`src/sv/sleep_mode_controller_macros.svh`:
```
// Assertion macros for the sleep mode controller.
// Expects clk and rst_n in the scope of each use.
`ifndef SLEEP_MODE_CONTROLLER_MACROS_SVH
`define SLEEP_MODE_CONTROLLER_MACROS_SVH

// same-cycle implication, disabled during reset
`define SMC_ASSERT_NOW(label, ante, cons, msg) \
  label: assert property (@(posedge clk) disable iff (!rst_n) (ante) |-> (cons)) \
    else $error(msg);

// next-cycle implication, disabled during reset
`define SMC_ASSERT_NEXT(label, ante, cons, msg) \
  label: assert property (@(posedge clk) disable iff (!rst_n) (ante) |=> (cons)) \
    else $error(msg);

`endif

```
`src/sv/smc_pkg.sv`:
```
// Shared types, codes and constants of the sleep mode controller.
// No dependencies.
`default_nettype none

package smc_pkg;

  localparam int unsigned MS_PER_SEC  = 1000;
  localparam int unsigned TMO_W       = 16;
  localparam int unsigned LIMIT_W     = 26;   // 65535 * 1000 fits in 26 bits
  localparam int unsigned TIME_W      = 32;
  localparam int unsigned CNT_W       = 32;
  localparam int unsigned BLK_W       = 3;
  localparam int unsigned CFG_IDX_W   = 2;
  localparam int unsigned CFG_DATA_W  = 16;

  // configuration register indexes
  localparam logic [CFG_IDX_W-1:0] CFG_POWER_SAVE   = 2'd0;
  localparam logic [CFG_IDX_W-1:0] CFG_SLEEP_TMO    = 2'd1;
  localparam logic [CFG_IDX_W-1:0] CFG_DEEP_SLEEP   = 2'd2;
  localparam logic [CFG_IDX_W-1:0] CFG_ENTER_REQ    = 2'd3;

  // beat function codes
  localparam logic FUNC_UPDATE   = 1'b0;
  localparam logic FUNC_ACTIVITY = 1'b1;

  // power modes
  localparam logic MODE_NORMAL = 1'b0;
  localparam logic MODE_IDLE   = 1'b1;

  // block reasons
  localparam logic [BLK_W-1:0] BLK_NONE         = 3'd0;
  localparam logic [BLK_W-1:0] BLK_LINK         = 3'd1;
  localparam logic [BLK_W-1:0] BLK_CHARGING     = 3'd2;
  localparam logic [BLK_W-1:0] BLK_SENSOR_TEST  = 3'd3;
  localparam logic [BLK_W-1:0] BLK_DISPLAY_TEST = 3'd4;
  localparam logic [BLK_W-1:0] BLK_DISPLAY_ON   = 3'd5;

  typedef struct packed {
    logic               power_save;
    logic [LIMIT_W-1:0] limit_ms;      // timeout * 1000, 0 disables
    logic               deep_sleep_en;
    logic               enter_req_en;
  } cfg_t;

  typedef struct packed {
    logic              func;
    logic [TIME_W-1:0] time_ms;
    logic              link_connected;
    logic              is_charging;
    logic              sensor_test_on;
    logic              display_test_on;
    logic              display_is_off;
  } item_t;

  typedef struct packed {
    logic             power_mode;
    logic [BLK_W-1:0] blocker;
    logic             mode_toggled;
    logic             armed_now;
    logic             armed_changed;
    logic             save_request;
    logic             enter_request;
    logic [CNT_W-1:0] idle_entries;
  } result_t;

endpackage

`default_nettype wire

```
`src/sv/sleep_mode_controller.sv`:
```
// Path: input beat to result beat through the input register, then the result register.
// Throughput: one beat per cycle while out_stall is low; the single 32-bit subtract-compare
// against the precomputed timeout in milliseconds sets the path between the two registers.
// Reset: synchronous active-low rst_n clears the configuration, all controller
// state and both valid flags; payload registers are not reset.
`default_nettype none

`include "sleep_mode_controller_macros.svh"

module sleep_mode_controller (
  input  wire logic                            clk,
  input  wire logic                            rst_n,
  // configuration write port
  input  wire logic                            cfg_wr_en,
  input  wire logic [smc_pkg::CFG_IDX_W-1:0]   cfg_index,
  input  wire logic [smc_pkg::CFG_DATA_W-1:0]  cfg_wdata,
  // input channel
  input  wire logic                            in_valid,
  output logic                                 in_stall,
  input  wire logic                            in_func,
  input  wire logic [smc_pkg::TIME_W-1:0]      in_time_ms,
  input  wire logic                            in_link_connected,
  input  wire logic                            in_is_charging,
  input  wire logic                            in_sensor_test_on,
  input  wire logic                            in_display_test_on,
  input  wire logic                            in_display_is_off,
  // result channel
  output logic                                 out_valid,
  input  wire logic                            out_stall,
  output logic                                 out_power_mode,
  output logic [smc_pkg::BLK_W-1:0]            out_blocker,
  output logic                                 out_mode_toggled,
  output logic                                 out_armed_now,
  output logic                                 out_armed_changed,
  output logic                                 out_save_request,
  output logic                                 out_enter_request,
  output logic [smc_pkg::CNT_W-1:0]            out_idle_entries
);
  import smc_pkg::*;

  cfg_t    cfg;
  item_t   item_r, item_nxt;
  logic    in_vld_r, in_vld_nxt;
  result_t res_r, res;
  logic    out_vld_r, out_vld_nxt;
  logic    in_ld, adv;

  smc_cfg u_cfg (
    .clk       (clk),
    .rst_n     (rst_n),
    .cfg_wr_en (cfg_wr_en),
    .cfg_index (cfg_index),
    .cfg_wdata (cfg_wdata),
    .cfg       (cfg)
  );

  smc_core u_core (
    .clk   (clk),
    .rst_n (rst_n),
    .cfg   (cfg),
    .fire  (adv),
    .item  (item_r),
    .res   (res)
  );

  // handshake: beat moves to the result register whenever that one is free
  assign adv        = in_vld_r && (!out_vld_r || !out_stall);
  assign in_stall   = in_vld_r && !adv;
  assign in_ld      = in_valid && !in_stall;
  assign in_vld_nxt = in_ld || (in_vld_r && !adv);
  assign out_vld_nxt = adv || (out_vld_r && out_stall);

  always_comb begin
    item_nxt.func            = in_func;
    item_nxt.time_ms         = in_time_ms;
    item_nxt.link_connected  = in_link_connected;
    item_nxt.is_charging     = in_is_charging;
    item_nxt.sensor_test_on  = in_sensor_test_on;
    item_nxt.display_test_on = in_display_test_on;
    item_nxt.display_is_off  = in_display_is_off;
  end

  // valid flags
  always_ff @(posedge clk) begin
    if (!rst_n) begin
      in_vld_r  <= 1'b0;
      out_vld_r <= 1'b0;
    end else begin
      in_vld_r  <= in_vld_nxt;
      out_vld_r <= out_vld_nxt;
    end
  end

  // payload registers
  always_ff @(posedge clk) begin
    if (in_ld) item_r <= item_nxt;
    if (adv)   res_r  <= res;
  end

  assign out_valid         = out_vld_r;
  assign out_power_mode    = res_r.power_mode;
  assign out_blocker       = res_r.blocker;
  assign out_mode_toggled  = res_r.mode_toggled;
  assign out_armed_now     = res_r.armed_now;
  assign out_armed_changed = res_r.armed_changed;
  assign out_save_request  = res_r.save_request;
  assign out_enter_request = res_r.enter_request;
  assign out_idle_entries  = res_r.idle_entries;

  // requests only come out of an armed idle state
  `SMC_ASSERT_NOW(a_save_armed, out_valid && out_save_request, out_armed_now && out_power_mode, "save request while not armed in idle")
  `SMC_ASSERT_NOW(a_enter_armed, out_valid && out_enter_request, out_armed_now && out_power_mode, "enter request while not armed in idle")
  // a free result register never holds off the input side
  `SMC_ASSERT_NOW(a_no_false_stall, !out_valid || !out_stall, !in_stall, "input stalled while result register is free")

endmodule

`default_nettype wire

```
`src/sv/smc_cfg.sv`:
```
// Configuration registers of the sleep mode controller.
// Depends on smc_pkg; precomputes the timeout in milliseconds on write.
`default_nettype none

module smc_cfg (
  input  wire logic                            clk,
  input  wire logic                            rst_n,
  input  wire logic                            cfg_wr_en,
  input  wire logic [smc_pkg::CFG_IDX_W-1:0]   cfg_index,
  input  wire logic [smc_pkg::CFG_DATA_W-1:0]  cfg_wdata,
  output smc_pkg::cfg_t                        cfg
);
  import smc_pkg::*;

  cfg_t               cfg_r, cfg_nxt;
  logic [LIMIT_W-1:0] limit_calc;

  // seconds to milliseconds, 16 x 10 bit product
  assign limit_calc = LIMIT_W'(cfg_wdata) * LIMIT_W'(MS_PER_SEC);

  // register write decode
  always_comb begin
    cfg_nxt = cfg_r;
    if (cfg_wr_en) begin
      case (cfg_index)
        CFG_POWER_SAVE: cfg_nxt.power_save    = cfg_wdata[0];
        CFG_SLEEP_TMO:  cfg_nxt.limit_ms      = limit_calc;
        CFG_DEEP_SLEEP: cfg_nxt.deep_sleep_en = cfg_wdata[0];
        CFG_ENTER_REQ:  cfg_nxt.enter_req_en  = cfg_wdata[0];
        default:        cfg_nxt = cfg_r;
      endcase
    end
  end

  always_ff @(posedge clk) begin
    if (!rst_n) begin
      cfg_r <= '0;
    end else begin
      cfg_r <= cfg_nxt;
    end
  end

  assign cfg = cfg_r;

endmodule

`default_nettype wire

```
`src/sv/smc_core.sv`:
```
// Controller state and the single-pass next-state / result logic.
// Depends on smc_pkg and sleep_mode_controller_macros.svh.
`default_nettype none

`include "sleep_mode_controller_macros.svh"

module smc_core (
  input  wire logic     clk,
  input  wire logic     rst_n,
  input  wire smc_pkg::cfg_t cfg,
  input  wire logic     fire,      // beat in the input register is processed
  input  wire smc_pkg::item_t item,
  output smc_pkg::result_t res
);
  import smc_pkg::*;

  logic              mode_r, mode_nxt;
  logic              armed_r, armed_nxt;
  logic              save_done_r, save_done_nxt;
  logic              trk_r, trk_nxt;
  logic [TIME_W-1:0] since_r, since_nxt;
  logic [BLK_W-1:0]  blk_r, blk_nxt;
  logic [CNT_W-1:0]  cnt_r, cnt_nxt;

  logic [BLK_W-1:0]  blk_pick;
  logic [TIME_W-1:0] elapsed;
  logic              reached;
  logic              tmo_on;
  logic              armed_keep, save_keep;
  logic              go_idle;
  logic              save_req, enter_req;

  // block reason by fixed priority
  always_comb begin
    if (item.link_connected)       blk_pick = BLK_LINK;
    else if (item.is_charging)     blk_pick = BLK_CHARGING;
    else if (item.sensor_test_on)  blk_pick = BLK_SENSOR_TEST;
    else if (item.display_test_on) blk_pick = BLK_DISPLAY_TEST;
    else if (!item.display_is_off) blk_pick = BLK_DISPLAY_ON;
    else                           blk_pick = BLK_NONE;
  end

  // display-off tracking, then elapsed time against the precomputed limit
  always_comb begin
    if (item.display_is_off) begin
      trk_nxt    = 1'b1;
      since_nxt  = trk_r ? since_r : item.time_ms;
      armed_keep = armed_r;
      save_keep  = save_done_r;
    end else begin
      trk_nxt    = 1'b0;
      since_nxt  = since_r;
      armed_keep = 1'b0;
      save_keep  = 1'b0;
    end
    if (item.func == FUNC_ACTIVITY) begin
      trk_nxt   = 1'b0;
      since_nxt = item.time_ms;
    end
  end

  assign elapsed = item.time_ms - since_nxt;
  assign reached = elapsed >= TIME_W'(cfg.limit_ms);
  assign tmo_on  = (cfg.limit_ms != '0) && trk_nxt && reached;
  assign go_idle = cfg.power_save || tmo_on;

  // mode, arming and request decisions
  always_comb begin
    mode_nxt      = mode_r;
    armed_nxt     = armed_r;
    save_done_nxt = save_done_r;
    blk_nxt       = blk_r;
    cnt_nxt       = cnt_r;
    save_req      = 1'b0;
    enter_req     = 1'b0;
    if (item.func == FUNC_ACTIVITY) begin
      if (mode_r == MODE_IDLE) save_done_nxt = 1'b0;
      mode_nxt  = MODE_NORMAL;
      armed_nxt = 1'b0;
    end else begin
      blk_nxt = blk_pick;
      if (blk_pick != BLK_NONE) begin
        mode_nxt      = MODE_NORMAL;
        armed_nxt     = armed_keep;
        save_done_nxt = save_keep;
      end else if (go_idle) begin
        if (mode_r != MODE_IDLE) cnt_nxt = cnt_r + CNT_W'(1);
        mode_nxt      = MODE_IDLE;
        armed_nxt     = tmo_on;
        save_req      = tmo_on && cfg.deep_sleep_en && !save_keep;
        save_done_nxt = save_keep || save_req;
        enter_req     = tmo_on && cfg.deep_sleep_en && cfg.enter_req_en;
      end else begin
        mode_nxt      = MODE_NORMAL;
        armed_nxt     = 1'b0;
        save_done_nxt = 1'b0;
      end
    end
  end

  // result fields for this beat
  always_comb begin
    res.power_mode    = mode_nxt;
    res.blocker       = blk_nxt;
    res.mode_toggled  = mode_nxt != mode_r;
    res.armed_now     = armed_nxt;
    res.armed_changed = armed_nxt != armed_r;
    res.save_request  = save_req;
    res.enter_request = enter_req;
    res.idle_entries  = cnt_nxt;
  end

  // state update once per processed beat
  always_ff @(posedge clk) begin
    if (!rst_n) begin
      mode_r      <= MODE_NORMAL;
      armed_r     <= 1'b0;
      save_done_r <= 1'b0;
      trk_r       <= 1'b0;
      since_r     <= '0;
      blk_r       <= BLK_NONE;
      cnt_r       <= '0;
    end else if (fire) begin
      mode_r      <= mode_nxt;
      armed_r     <= armed_nxt;
      save_done_r <= save_done_nxt;
      trk_r       <= trk_nxt;
      since_r     <= since_nxt;
      blk_r       <= blk_nxt;
      cnt_r       <= cnt_nxt;
    end
  end

  // a save request is only raised once until the flag is cleared
  `SMC_ASSERT_NEXT(a_save_once, fire && save_req, save_done_r, "save request without save flag set")
  // counter moves only on an entry into idle
  `SMC_ASSERT_NEXT(a_cnt_step, fire && (cnt_nxt != cnt_r), mode_r == MODE_IDLE && cnt_r == $past(cnt_r) + CNT_W'(1), "idle entry count stepped without entering idle")

endmodule

`default_nettype wire
```
`config.mk`:
```
export PLATFORM = sky130hd
export DESIGN_NAME = sleep_mode_controller
export DESIGN_NICKNAME = d
export VERILOG_FILES = /design/src/sv/smc_pkg.sv /design/src/sv/sleep_mode_controller.sv /design/src/sv/smc_cfg.sv /design/src/sv/smc_core.sv
export VERILOG_INCLUDE_DIRS = /design/src /design/src/sv
export SDC_FILE = /design/constraint.sdc
export NUM_CORES = 1
export LEC_CHECK = 0
export ABC_AREA = 1
export BUFFER_PORTS_ARGS = -buffer_cell sky130_fd_sc_hd__clkbuf_2
export CAP_MARGIN = 10
export CORE_MARGIN = 8
export CORE_UTILIZATION = 45
export DETAILED_ROUTE_END_ITERATION = 16
export REMOVE_ABC_BUFFERS = 1
export SLEW_MARGIN = 5
export SYNTH_ARGS = -nofsm -noshare
export SYNTH_HDL_FRONTEND = slang
export SYNTH_SLANG_ARGS = --single-unit
export TNS_END_PERCENT = 30
```
`constraint.sdc`:
```
create_clock -name clk -period 9.3 [get_ports clk]
set_clock_uncertainty 0.05 [all_clocks]
set_input_delay 0.93 -clock clk [delete_from_list [all_inputs] [get_ports clk]]
set_output_delay 0.93 -clock clk [all_outputs]
set_load 0.005 [all_outputs]
```
==> impl_metrics.env <==
export IMPL_io_buffers=103
export IMPL_final_nets=1934
export IMPL_drv_cap=0
export IMPL_ys_seq_area_frac=0.341
export IMPL_leakage_uw=0.00656
export IMPL_grt_overflow=0
export IMPL_required_ns=9.45
export IMPL_async_reset_ff_frac=0
export IMPL_grt_pass1_vias=10200
export IMPL_drv_slew=0
export IMPL_final_area_mm2=0.0142
export IMPL_setup_worst_path_start_class="register"
export IMPL_path_common_cell="nand2_1"
export IMPL_fp_dieArea_mm2=0.0340
export IMPL_synth_ff_type="dfxtp_1"
export IMPL_track_usage=0.175
export IMPL_syn_area_mm2=0.0128
export IMPL_tns_ns=0
export IMPL_routed_via_density=5.04
export IMPL_cp_end_kind="register"
export IMPL_fmax_mhz=190
export IMPL_instances_no_fill=2099
export IMPL_fp_dieH_um=184
export IMPL_status="finished, final reports clean"
export IMPL_crit_type="reg -> reg"
export IMPL_antenna_found_initial=0
export IMPL_grt_max_degree=81
export IMPL_fillers=2719
export IMPL_antenna_left=0
export IMPL_place_area_mm2=0.0136
export IMPL_cts_resized=0
export IMPL_fin_hold_ws_ns=0.402
export IMPL_relSlewSlack=0.368
export IMPL_insertion_delay_ns=0.44
export IMPL_synth_warnings=0
export IMPL_layout_drive_gt1_share=0.102
export IMPL_powerDensity_mw_per_mm2=202
export IMPL_vias=10600
export IMPL_drtPass1Iterations=6
export IMPL_area_delta_synth_final_pct=11.5
export IMPL_cts_setup_buffers=0
export IMPL_grt_pass1_wl_um=48700
export IMPL_period_needed_ns=5.26
export IMPL_cts_sinks=178
export IMPL_rsz0062_at_grt="no"
export IMPL_slowest_stage="edfxtp_1"
export IMPL_critPathMaxFanout=65
export IMPL_total_power_uw=2880
export IMPL_tightest_slew_ns=0.944
export IMPL_cts_root_buf="clkbuf_16"
export IMPL_finalHoldViolCount=0
export IMPL_post_route_period_util=0.565
export IMPL_hold_class="reg -> reg"
export IMPL_hpwl_um=22500
export IMPL_clkSlewWorstSetupHoldPaths_ns=0.07
export IMPL_arrival_ns=5.40
export IMPL_initial_core_util=0.458
export IMPL_synth_seq_cells=178
export IMPL_routed_wl_um=29100
export IMPL_place_gp_congestion=0.896
export IMPL_dieWidth_um=184
export IMPL_cts_tree="yes"
export IMPL_drc=0
export IMPL_path_buf_inv=4
export IMPL_rows=61
export IMPL_syn_inst=1624
export IMPL_synth_edf_count=79
export IMPL_cp_slowest_stage_delay_ns=0.58
export IMPL_crit_family="simple AND/OR/NAND/NOR gates"
export IMPL_vdd_drop_max_mv=0.124
export IMPL_placed_cells=2068
export IMPL_clockBufferDepth=2
export IMPL_core_area_mm2=0.0279
export IMPL_wl_per_cell_um=13.9
export IMPL_yosysUniqueCellTypes=47
export IMPL_io_pins=104
export IMPL_cts_made_buffers=17
export IMPL_hold_buffers=0
export IMPL_n_antenna_cell=0
export IMPL_setup_viol=0
export IMPL_cts_max_level=4
export IMPL_syn_avg_cell_area_um2=7.86
export IMPL_drtIter0Drc=662
## area by class of cell
| type | count | area (um^2) | share of cell area |
|---|---|---|---|
| clock inverter | 12 | 170 | 0.0120 |
| timing repair buffer | 110 | 568 | 0.0399 |
| clock buffer | 19 | 454 | 0.0319 |
| multi-input combinational | 1132 | 7190 | 0.506 |
| sequential | 178 | 4350 | 0.306 |
| tap | 378 | 473 | 0.0332 |
| inverter | 270 | 1010 | 0.0712 |
## cells by family (layout without fill, tap and decap cells)
family,count (synthesis),after routing,share of synthesized area
AND/OR/NAND/NOR,625,625,0.215
AO/OA/AOI/OAI,301,301,0.126
XOR/XNOR,42,42,0.0288
adder cells (fa/ha/maj),164,164,0.193
buffers and inverters,314,411,0.0963
flip-flops,178,178,0.341
## final timing paths
check / slack (ns) / startpoint / end / depth (start not counted)
worst max-delay path: 4.04 / item_r[37] / out_idle_entries[6] / 28
worst min-delay path: 0.40 / u_core.since_r[20] / u_core.since_r[20] / 2
worst max register to register: 4.04 / item_r[37] / out_idle_entries[6] / 28
worst min register to register: 0.40 / u_core.since_r[20] / u_core.since_r[20] / 2
## cell usage after synthesis, drive strengths merged, types with 2 or more instances
master | number | area (um^2)
nor4 | 18 | 113
nand4 | 33 | 206
nor2 | 102 | 413
o21ai | 89 | 460
edfxtp | 79 | 2370
o21bai | 7 | 52.6
inv | 270 | 1010
nor3 | 30 | 155
a21o | 2 | 15.0
nand2 | 351 | 1360
clkbuf | 34 | 128
nand3 | 84 | 445
ha | 109 | 1360
and3 | 2 | 12.5
xor2 | 19 | 166
nor3b | 2 | 15.0
xnor2 | 23 | 201
a21oi | 176 | 881
fa | 55 | 1100
dfxtp | 99 | 1980
o31ai | 2 | 15.0
o211ai | 7 | 52.6
buf | 10 | 87.6
a31oi | 11 | 68.8
## metrics by stage
step | setup WS [ns] | utilization
floorplan | 2.73 | -
global placement | 3.88 | 0.488
detailed placement | 3.88 | 0.488
CTS | 4.07 | 0.511
global route | 3.47 | 0.511
finish | 4.04 | 0.511
## power by group
part / internal [uW] / switching (uW) / total [uW]
sequential: 871 / 28.9 / 900
combinational: 484 / 724 / 1210
clock: 445 / 324 / 769
total: 1800 / 1080 / 2880
## layer usage
metal,GRT usage,wire length (um)
met5,0,0
met4,0.0423,263
met3,0.0287,1150
met2,0.309,14200
met1,0.221,13500
## worst min-delay path: stages, from the launching register on
cell and delay (ns):
dfxtp_1 0.30, inv_1 0.06, a21oi_1 0.05
## flip-flops by register name, summed over array words and instances, names as in the netlist
register / cells
out_armed_now: 1
u_core.blk_r: 3
u_core.cnt_r: 32
out_idle_entries: 32
out_blocker: 3
u_core.since_r: 32
u_core.armed_r: 1
u_core.mode_r: 1
out_mode_toggled: 1
out_power_mode: 1
in_vld_r: 1
out_valid: 1
item_r: 38
u_core.trk_r: 1
out_armed_changed: 1
out_save_request: 1
out_enter_request: 1
u_core.save_done_r: 1
u_cfg.cfg: 26
## cells in the final DEF, fill, tap and decap left out, types with 5 or more instances in the layout
cell	n
a31oi_1	11
o21bai_1	7
fa_1	55
a21oi_1	176
o21ai_0	78
ha_1	109
nor2_2	6
buf_4	7
edfxtp_1	79
nor2_1	93
nor3_1	29
inv_1	264
nand2_2	8
nand2_1	341
xnor2_1	23
nand4_1	33
inv_2	5
nand3_1	79
clkbuf_16	18
xor2_1	19
clkbuf_2	103
nand3_2	5
dfxtp_1	99
o211ai_1	7
o21ai_1	7
nor4_1	18
Power figures use the tool's default switching activity.
